===== src/design/rfdc_pkg.sv =====
package rfdc_pkg;

    // Field widths
    localparam int unsigned TimeW  = 32;
    localparam int unsigned CfgW   = 31;
    localparam int unsigned PowerW = 7;
    localparam int unsigned ReqW   = 8;
    localparam int unsigned ModeW  = 2;
    localparam int unsigned DutyW  = 8;

    // Mode codes
    localparam logic [ModeW-1:0] MODE_RECYCLE = 2'd0;
    localparam logic [ModeW-1:0] MODE_INHALE  = 2'd1;
    localparam logic [ModeW-1:0] MODE_EXHALE  = 2'd2;

    // Duty and power constants
    localparam logic [DutyW-1:0] NEUTRAL_DUTY = 8'd125;
    localparam logic [DutyW-1:0] INHALE_BASE  = 8'd150;
    localparam logic [DutyW-1:0] EXHALE_BASE  = 8'd100;
    localparam logic [ReqW-1:0]  MAX_POWER    = 8'd100;

    // Register indexes
    localparam logic REG_CYCLE_PERIOD   = 1'b0;
    localparam logic REG_REVERSAL_PAUSE = 1'b1;

    // Stream widths
    localparam int unsigned InDataW  = 48;
    localparam int unsigned OutDataW = 32;

    typedef struct packed {
        logic [TimeW-1:0]  now_ms;
        logic [ReqW-1:0]   power_request;
        logic [ModeW-1:0]  mode_request;
        logic              stop_request;
    } t_item;

    typedef struct packed {
        logic [PowerW-1:0] stored_power;
        logic [ModeW-1:0]  stored_mode;
        logic              direction_inward;
        logic [TimeW-1:0]  last_change_ms;
        logic              in_pause;
    } t_state;

    typedef struct packed {
        logic [DutyW-1:0]  fan_duty;
        logic              relay_on;
        logic signed [7:0] set_power;
        logic signed [7:0] actual_power;
        logic              reversing;
    } t_result;

    // 150 + p*104/100 for p in 0..100; p*1065 >> 10 equals floor(p*1.04) there
    function automatic logic [DutyW-1:0] inhale_duty(input logic [PowerW-1:0] p);
        logic [16:0] prod;
        prod = 17'({10'd0, p} * 17'd1065);
        return INHALE_BASE + DutyW'(prod[16:10]);
    endfunction

endpackage


===== src/design/rfdc_step.sv =====
// One control tick: apply requests, advance direction and pause, form outputs
module rfdc_step (
    input  rfdc_pkg::t_state             i_state,
    input  rfdc_pkg::t_item              i_item,
    input  logic [rfdc_pkg::CfgW-1:0]    i_cycle_period_ms,
    input  logic [rfdc_pkg::CfgW-1:0]    i_reversal_pause_ms,
    output rfdc_pkg::t_state             o_state,
    output rfdc_pkg::t_result            o_result
);

    always_comb begin
        rfdc_pkg::t_state                s;
        logic                            req_chg;
        logic                            off;
        logic                            new_dir;
        logic [rfdc_pkg::TimeW-1:0]      limit;
        logic [rfdc_pkg::TimeW-1:0]      elapsed;
        logic signed [7:0]               pwr;

        s = i_state;

        // Take the requests
        req_chg = (i_item.power_request != {1'b0, i_state.stored_power}) ||
                  (i_item.mode_request != i_state.stored_mode);
        if (req_chg) begin
            if (i_state.stored_power == '0) begin
                s.direction_inward = (i_item.mode_request == rfdc_pkg::MODE_INHALE);
                s.last_change_ms   = i_item.now_ms;
            end
            s.stored_mode = i_item.mode_request;
            if (i_item.power_request != '0 && i_item.power_request <= rfdc_pkg::MAX_POWER)
                s.stored_power = i_item.power_request[rfdc_pkg::PowerW-1:0];
            else
                s.stored_power = '0;
        end

        // Drive the fan
        off     = (s.stored_power == '0) || i_item.stop_request;
        limit   = {1'b0, i_cycle_period_ms} + {1'b0, i_reversal_pause_ms};
        elapsed = i_item.now_ms - s.last_change_ms;
        new_dir = s.direction_inward;
        o_result.fan_duty = rfdc_pkg::NEUTRAL_DUTY;
        o_result.relay_on = 1'b0;
        if (off) begin
            s.in_pause = 1'b0;
        end else begin
            o_result.relay_on = 1'b1;
            if (elapsed > limit) begin
                case (s.stored_mode)
                    rfdc_pkg::MODE_EXHALE:  new_dir = 1'b0;
                    rfdc_pkg::MODE_INHALE:  new_dir = 1'b1;
                    rfdc_pkg::MODE_RECYCLE: new_dir = ~s.direction_inward;
                    default:                new_dir = s.direction_inward;
                endcase
                if (new_dir != s.direction_inward) begin
                    s.last_change_ms = i_item.now_ms;
                    elapsed          = '0;
                end
                s.direction_inward = new_dir;
            end
            s.in_pause = (elapsed < {1'b0, i_reversal_pause_ms});
            if (!s.in_pause) begin
                if (s.direction_inward)
                    o_result.fan_duty = rfdc_pkg::inhale_duty(s.stored_power);
                else
                    o_result.fan_duty = rfdc_pkg::EXHALE_BASE - {1'b0, s.stored_power};
            end
        end

        // Report signed power
        pwr = $signed({1'b0, s.stored_power});
        if (i_item.stop_request)
            o_result.set_power = '0;
        else if (s.direction_inward)
            o_result.set_power = pwr;
        else
            o_result.set_power = -pwr;
        o_result.actual_power = s.in_pause ? 8'sd0 : o_result.set_power;
        o_result.reversing    = s.in_pause;

        o_state = s;
    end

endmodule


===== src/design/reversing_fan_direction_controller_core.sv =====
// Reversing fan direction controller. Each input item is one control tick
// (timestamp, power and mode request, stop flag) and yields exactly one result
// item with the fan duty, relay enable, signed set and actual power, and the
// reversal-pause flag. Items pass through an input register and a result
// register with all tick logic in between, so one item is taken per clock
// unless the result stream stalls; a result is offered once its item has
// moved into the result register. Controller state carries over from tick
// to tick in place, so back-to-back items see each other's updates. The user
// writes cycle_period_ms at byte address 0 and reversal_pause_ms at 4
// through the APB port only while idle; the block does not enforce this.
module reversing_fan_direction_controller_core (
    input  logic                           i_clk,
    input  logic                           i_rst_n,
    // APB configuration
    input  logic                           psel,
    input  logic                           penable,
    input  logic                           pwrite,
    input  logic [2:0]                     paddr,
    input  logic [31:0]                    pwdata,
    output logic [31:0]                    prdata,
    output logic                           pready,
    // Input stream
    input  logic                           s_axis_tvalid,
    output logic                           s_axis_tready,
    // now_ms[31:0], power_request[39:32], mode_request[41:40], stop_request[42]
    input  logic [rfdc_pkg::InDataW-1:0]   s_axis_tdata,
    // Result stream
    output logic                           m_axis_tvalid,
    input  logic                           m_axis_tready,
    // fan_duty[7:0], relay_on[8], set_power[16:9], actual_power[24:17],
    // reversing[25]
    output logic [rfdc_pkg::OutDataW-1:0]  m_axis_tdata
);

    logic [rfdc_pkg::CfgW-1:0] r_cycle_period_ms;
    logic [rfdc_pkg::CfgW-1:0] r_reversal_pause_ms;
    rfdc_pkg::t_state          r_state;
    rfdc_pkg::t_state          n_state;
    rfdc_pkg::t_item           r_item;
    logic                      r_in_valid;
    logic                      r_out_valid;
    rfdc_pkg::t_result         r_result;
    rfdc_pkg::t_result         n_result;
    logic                      out_free;
    logic                      advance;

    // Configuration writes and reads
    assign pready = 1'b1;
    always_ff @(posedge i_clk) begin
        if (!i_rst_n) begin
            r_cycle_period_ms   <= '0;
            r_reversal_pause_ms <= '0;
        end else if (psel && penable && pwrite) begin
            unique case (paddr[2])
                rfdc_pkg::REG_CYCLE_PERIOD:   r_cycle_period_ms   <= pwdata[rfdc_pkg::CfgW-1:0];
                rfdc_pkg::REG_REVERSAL_PAUSE: r_reversal_pause_ms <= pwdata[rfdc_pkg::CfgW-1:0];
                default: ;
            endcase
        end
    end

    always_comb begin
        unique case (paddr[2])
            rfdc_pkg::REG_CYCLE_PERIOD:   prdata = {1'b0, r_cycle_period_ms};
            rfdc_pkg::REG_REVERSAL_PAUSE: prdata = {1'b0, r_reversal_pause_ms};
            default:                      prdata = '0;
        endcase
    end

    // Handshake: move an item on when the result register is free
    assign out_free      = !r_out_valid || m_axis_tready;
    assign advance       = r_in_valid && out_free;
    assign s_axis_tready = !r_in_valid || out_free;

    // Input register
    always_ff @(posedge i_clk) begin
        if (!i_rst_n) begin
            r_in_valid <= 1'b0;
        end else if (s_axis_tready) begin
            r_in_valid <= s_axis_tvalid;
        end
    end

    // Unpack the item fields from the lowest bit up
    always_ff @(posedge i_clk) begin
        if (s_axis_tready && s_axis_tvalid) begin
            r_item.now_ms        <= s_axis_tdata[31:0];
            r_item.power_request <= s_axis_tdata[39:32];
            r_item.mode_request  <= s_axis_tdata[41:40];
            r_item.stop_request  <= s_axis_tdata[42];
        end
    end

    rfdc_step u_step (
        .i_state             (r_state),
        .i_item              (r_item),
        .i_cycle_period_ms   (r_cycle_period_ms),
        .i_reversal_pause_ms (r_reversal_pause_ms),
        .o_state             (n_state),
        .o_result            (n_result)
    );

    // Controller state advances with each item
    always_ff @(posedge i_clk) begin
        if (!i_rst_n) begin
            r_state <= '0;
        end else if (advance) begin
            r_state <= n_state;
        end
    end

    // Result register
    always_ff @(posedge i_clk) begin
        if (!i_rst_n) begin
            r_out_valid <= 1'b0;
        end else if (out_free) begin
            r_out_valid <= r_in_valid;
        end
    end

    always_ff @(posedge i_clk) begin
        if (advance) begin
            r_result <= n_result;
        end
    end

    assign m_axis_tvalid = r_out_valid;
    assign m_axis_tdata  = {6'd0, r_result.reversing, r_result.actual_power,
                            r_result.set_power, r_result.relay_on, r_result.fan_duty};

endmodule


===== config.mk =====
export PLATFORM = sky130hd
export DESIGN_NAME = reversing_fan_direction_controller_core
export DESIGN_NICKNAME = d
export VERILOG_FILES = /design/src/design/rfdc_pkg.sv /design/src/design/rfdc_step.sv /design/src/design/reversing_fan_direction_controller_core.sv
export SDC_FILE = /design/constraint.sdc
export NUM_CORES = 1
export LEC_CHECK = 0
export BUFFER_PORTS_ARGS = -buffer_cell sky130_fd_sc_hd__buf_2
export CORE_MARGIN = 10
export CORE_UTILIZATION = 55
export CTS_CLUSTER_DIAMETER = 40
export DETAILED_ROUTE_END_ITERATION = 8
export PLACE_DENSITY_LB_ADDON = 0.1
export SLEW_MARGIN = 5
export SYNTH_ARGS = -nofsm -noshare
export SYNTH_HDL_FRONTEND = slang
export SYNTH_SLANG_ARGS = --single-unit

===== constraint.sdc =====
create_clock -name i_clk -period 10.9 [get_ports i_clk]
set_clock_uncertainty 0.15 [all_clocks]
set_input_delay 1.09 -clock i_clk [delete_from_list [all_inputs] [get_ports i_clk]]
set_output_delay 1.09 -clock i_clk [all_outputs]
set_load 0.1 [all_outputs]

==> impl_metrics.json, run 1 <==
{
  "ctsResizeCount": 0,
  "first_pass_iters": 5,
  "antenna_found_initial": 0,
  "final_cells": 1987,
  "area_growth_pct": 11.61,
  "worst_setup_path_end_kind": "register",
  "cp.arrival_ps": 10270,
  "met2_usage_pct": 36.12,
  "cts_root_buf": "clkbuf_16",
  "ioPinCount": 157,
  "hold_viol": 0,
  "ff2ff_setup_slack_ps": 660,
  "die_w_um": 176.0,
  "met3_usage_pct": 3.866,
  "cts_hold_buf": 0,
  "whs_endpoint": "r_state[24]",
  "drive_gt1_share_pct": 14.73,
  "path_class": "register to register",
  "ir_drop_mv": 0.08461,
  "synth_cells": 1536,
  "reg2reg_to": "m_axis_tdata[4]",
  "status": "finished clean",
  "drt_iter0_drc": 649,
  "rsz0062_at_grt": "no",
  "reg2reg_from": "r_state[38]",
  "start_kind": "register",
  "synth-seq-cells": 175,
  "post_cts_buffers": 0,
  "ys.flop_type": "dfxtp_1",
  "layout_common_cells": "249 x nand2_1, 151 x ha_1, 140 x buf_2, 106 x dfxtp_1, 99 x a21boi_0",
  "fillers": 2187,
  "syn_area_per_cell_um2": 8.713,
  "fin_crit_sh_pct": 93.93,
  "setup_viol": 0,
  "whs_path_depth": 2,
  "cts.path.max_buffers": 2,
  "grt_max_degree": 107,
  "initial_core_util_pct": 55.52,
  "grt.total_usage_pct": 21.07,
  "h-tree-depth": 4,
  "ys_types": 78,
  "die_h_um": 176.0,
  "io_buffers": 140,
  "core_area_um2": 24110,
  "grt_pass1_wl_um": 54200,
  "relSlewSlack_pct": 29.77,
  "required_ps": 10930,
  "fin_crit_ps": 10240,
  "worst_pin_slew_ps": 1053,
  "diodes": 0,
  "clkSinkCount": 175,
  "num_vias": 11268,
  "die_area_um2": 30970,
  "fmax_mhz": 97.68,
  "fin_setup_tns_ps": 0,
  "ys_warn_count": 0,
  "cap_violations": 0,
  "viasPerCell": 5.671,
  "clk_latency_ps": 440,
  "top_usage_layer": "met2",
  "synth_area_um2": 13380,
  "cellPowerDensity_nw_per_um2": 152.0,
  "slowest_delay_ps": 580,
  "cts_tree": "yes",
  "clk_pin_slew_ps": 80,
  "post_drt_wl_per_cell_um": 16.61,
  "hpwl_um": 25280,
  "path_common_cell": "ha_1",
  "grtUsageMet1_pct": 26.86,
  "ys_async_sr_fraction_pct": 0,
  "final_common_cell": "nand2_1",
  "cts_buffers": 17,
  "nNetsFinal": 1894,
  "reg2regPathDepth": 36,
  "dp_cells": 1955,
  "ant_nets": 0,
  "grt_overflow_total": 0,
  "leakage_nw": 6.392,
  "drt-total-wl_um": 33010,
  "first_global_vias": 10900,
  "min_from": "r_state[24]",
  "drc_errors": 0,
  "rows": 57,
  "slew_violations": 0,
  "synth-edff-count": 69,
  "cp_max_fo": 14,
  "timing.hold.worst.class": "register to register",
  "yosysSeqAreaShare_pct": 31.34,
  "routabilityCongestion": 0.8821,
  "critPathSlowestCell": "o21a_1"
}
[power breakdown]
part	internal (W)	switching, W
registers	0.000719	0.0000241
logic	0.000354	0.000555
clock network	0.000308	0.000310
total	0.00138	0.000889
[cells in the mapped netlist, types with 10 or more instances]
cell type	count	area, um^2
nand2_1	249	934.7
ha_1	151	1889
dfxtp_1	106	2122
a21boi_0	99	743.2
inv_1	83	311.6
a21oi_1	79	395.4
nor2_1	70	262.8
edfxtp_1	69	2072
clkbuf_1	53	198.9
xnor2_1	52	455.4
a21o_1	46	345.3
o21ai_0	45	225.2
nor2b_1	43	269.0
mux2_2	35	394.1
mux2i_1	32	320.3
nand3_1	28	140.1
xor2_1	24	210.2
nor3_1	23	115.1
a211oi_1	16	120.1
nand2b_1	16	100.1
a31oi_1	15	93.84
nand4_1	14	87.58
and2_1	13	81.33
o21a_1	13	97.59
and3_1	11	68.82
o211a_1	10	100.1
o21bai_1	10	75.07
[layer usage]
| metal | part of all wire (%) | up-vias |
|---|---|---|
| met5 | 0 | - |
| met4 | 1.4 | 0 |
| met3 | 4.2 | 33 |
| met2 | 48 | 231 |
| met1 | 46 | 5263 |
| li1 | - | 5741 |
[area by class of cell]
class | count | area (um^2) | share of cell area (%)
clock buffer | 17 | 425.4 | 2.848
clock inverter | 15 | 165.2 | 1.106
timing repair buffer | 154 | 805.8 | 5.395
inverter | 83 | 311.5 | 2.086
sequential | 175 | 4194 | 28.08
tap | 324 | 405.4 | 2.714
multi-input combinational | 1219 | 8630 | 57.77
[worst max-delay path: cells and delay by family, from the launching register on]
| family | cells | cell delay [ps] |
|---|---|---|
| multiplexers | 2 | 450 |
| adder cells (fa/ha/maj) | 4 | 1130 |
| buffers and inverters | 3 | 420 |
| XOR/XNOR | 1 | 90 |
| AND/OR/NAND/NOR | 14 | 3680 |
| flip-flops | 1 | 360 |
| AO/OA/AOI/OAI | 12 | 3670 |
[through the flow]
step	utilization, %	setup slack (ps)	hold slack (ps)	power, W	cell area, um^2
floorplan	-	2219	292.8	0.001454	13410
global placement	59.51	1017	303.2	0.001641	14350
detailed placement	59.51	859.4	311.9	0.001656	14350
CTS	61.96	774.1	321.9	0.002284	14940
global route	61.96	29.32	339.0	0.002416	14940
finish	61.96	662.1	319.5	0.002270	14940
[worst max path at each step]
stage	start	to	slack, ps
after global routing	r_item[1]	m_axis_tdata[4]	30
after CTS	r_state[38]	m_axis_tdata[4]	770
after floorplan	r_state[38]	m_axis_tdata[4]	2220
after detailed placement	r_state[38]	m_axis_tdata[4]	860
after global placement	r_state[38]	m_axis_tdata[4]	1020
final	r_state[38]	m_axis_tdata[4]	660
[cell families after synthesis]
kind of cell | Yosys count | synth area share (%)
AO/OA/AOI/OAI | 403 | 21.24
XOR/XNOR | 76 | 4.974
multiplexers | 67 | 5.338
flip-flops | 175 | 31.34
adder cells (fa/ha/maj) | 155 | 14.64
other | 2 | 0.05612
buffers and inverters | 148 | 4.469
AND/OR/NAND/NOR | 510 | 17.94
[state kept, by name, summed over array words and instances, names as in the netlist]
register             flops
r_item                  43
r_cycle_period_ms       31
r_in_valid               1
m_axis_tdata            26
m_axis_tvalid            1
r_reversal_pause_ms     31
r_state                 42
No activity file was read; power rests on OpenSTA's default activity.
==> inputs of run 2 (changes only) <==
--- a/config.mk
+++ b/config.mk
@@ -14,4 +14,5 @@
 export SLEW_MARGIN = 5
 export SYNTH_ARGS = -nofsm -noshare
 export SYNTH_HDL_FRONTEND = slang
+export SYNTH_HIERARCHICAL = 1
 export SYNTH_SLANG_ARGS = --single-unit
==> run 2 against run 1 <==
Maximum frequency is 2.5% higher; clock-buffer cell count is 1 higher; hold slack worse by 12 ps; total power is 1.2% lower; synthesized area is 3.0% higher; critical path depth stayed put; sequential share of layout area is 0.36 points lower; non-clock buffer count is 6 lower; combinational power is 3.2% lower; utilization is 0.12 points lower; highest routed layer unchanged.
==> impl_metrics.json, run 2 <==
{
  "reg_top3": "r_item x43, r_state x42",
  "core_area_um2": 24460,
  "worst_pin_slew_ps": 1059,
  "initial_core_util_pct": 56.37,
  "drc_errors": 0,
  "timing.hold.worst.class": "register to register",
  "drive_gt1_share_pct": 17.06,
  "critPathSlowestCell": "o31ai_4",
  "die_area_um2": 31800,
  "synth_cells": 1549,
  "cts_root_buf": "clkbuf_16",
  "final_common_cell": "nand2_1",
  "drt_iter0_drc": 764,
  "grt_max_degree": 93,
  "clk_pin_slew_ps": 80,
  "viasPerCell": 5.694,
  "antenna_found_initial": 0,
  "ys_warn_count": 6,
  "io_buffers": 140,
  "cp.arrival_ps": 10000,
  "cts.path.max_buffers": 2,
  "start_kind": "register",
  "clk_latency_ps": 440,
  "cts_buffers": 17,
  "cts_hold_buf": 0,
  "drt-total-wl_um": 33090,
  "clkSinkCount": 175,
  "post_cts_buffers": 0,
  "grt_pass1_wl_um": 53630,
  "required_ps": 10910,
  "cts_tree": "yes",
  "grt.total_usage_pct": 20.40,
  "ant_nets": 0,
  "first_pass_iters": 4,
  "hold_viol": 0,
  "critPathTopFamily": "compound AO/OA/AOI/OAI gates",
  "final_cells": 1983,
  "ir_drop_mv": 0.1425,
  "cp_max_fo": 19,
  "fin_crit_ps": 9986,
  "fin_setup_tns_ps": 0,
  "fin_crit_sh_pct": 91.61,
  "largest_reg_flops": 43,
  "rows": 57,
  "diodes": 0,
  "die_w_um": 178.3,
  "h-tree-depth": 4,
  "nNetsFinal": 1890,
  "path_common_cell": "a21o_1",
  "holdWs_ps": 307.1,
  "worst_setup_path_end_kind": "register",
  "relSlewSlack_pct": 29.42,
  "area_growth_pct": 9.728,
  "setup_viol": 0,
  "num_vias": 11291,
  "fillers": 2194,
  "die_h_um": 178.3,
  "status": "finished clean",
  "fmax_mhz": 100.1,
  "leakage_nw": 6.669,
  "slew_violations": 0,
  "syn_area_per_cell_um2": 8.901,
  "layout_common_cells": "172 x nand2_1, 151 x ha_1, 139 x buf_2, 106 x dfxtp_1, 101 x a21oi_1",
  "first_global_vias": 10923,
  "dp_cells": 1951,
  "total_power_w": 0.002242,
  "rsz0062_at_grt": "no",
  "ctsResizeCount": 0,
  "post_drt_wl_per_cell_um": 16.69,
  "synth_area_um2": 13790,
  "grt_overflow_total": 0,
  "routabilityCongestion": 0.9060,
  "crit_buf_inv": 2,
  "slowest_delay_ps": 770,
  "ioPinCount": 157,
  "path_class": "register to register",
  "cellPowerDensity_nw_per_um2": 148.2,
  "regMostFlops": "r_item",
  "hpwl_um": 25300,
  "cap_violations": 0
}
==> run 2: metal layers <==
layer	wire length [um]	global-route usage, %
met4	351	4.478
met1	15420	26.41
met2	15930	35.25
met5	0	0
met3	1390	2.875
==> run 2: final timing paths <==
path                     from                to  slack, ps  cells after the start
setup reg to reg    r_item[1]  m_axis_tdata[23]        910                     36
hold / removal    r_state[24]       r_state[24]        310                      2
setup / recovery    r_item[1]  m_axis_tdata[23]        910                     36
hold reg to reg   r_state[24]       r_state[24]        310                      2
==> run 2: area by class of cell <==
type / instances / area, um^2 / share of cell area (%)
inverters: 75 / 281.5 / 1.861
multi-input cells: 1229 / 8885 / 58.72
clock inverters: 14 / 171.4 / 1.133
flip-flops and latches: 175 / 4194 / 27.72
clock buffers: 18 / 429.2 / 2.837
repair buffers: 148 / 763.2 / 5.045
well taps: 324 / 405.4 / 2.679
==> run 2: power by group <==
group	internal, W	switching [W]	leakage, nW	total, W
sequential	0.000718	0.0000255	1.52	0.000744
clock	0.000310	0.000309	0.287	0.000619
combinational	0.000345	0.000535	4.86	0.000880
==> run 2: through the flow <==
| step | utilization, % | instance area [um^2] | setup WS [ps] |
|---|---|---|---|
| detailed placement | 59.39 | 14530 | 1190 |
| global placement | 59.39 | 14530 | 1312 |
| finish | 61.85 | 15130 | 914.0 |
| floorplan | - | 13810 | 2263 |
| global route | 61.85 | 15130 | 250.8 |
| CTS | 61.85 | 15130 | 1120 |
==> run 2: worst reg2reg max path: cells and delay by family, from the launching register on <==
family | cells | cell delay [ps]
compound gates | 20 | 5040
simple gates | 9 | 2270
fa+ha+maj | 3 | 930
flops | 1 | 530
xor+xnor | 2 | 430
buf+inv | 2 | 360
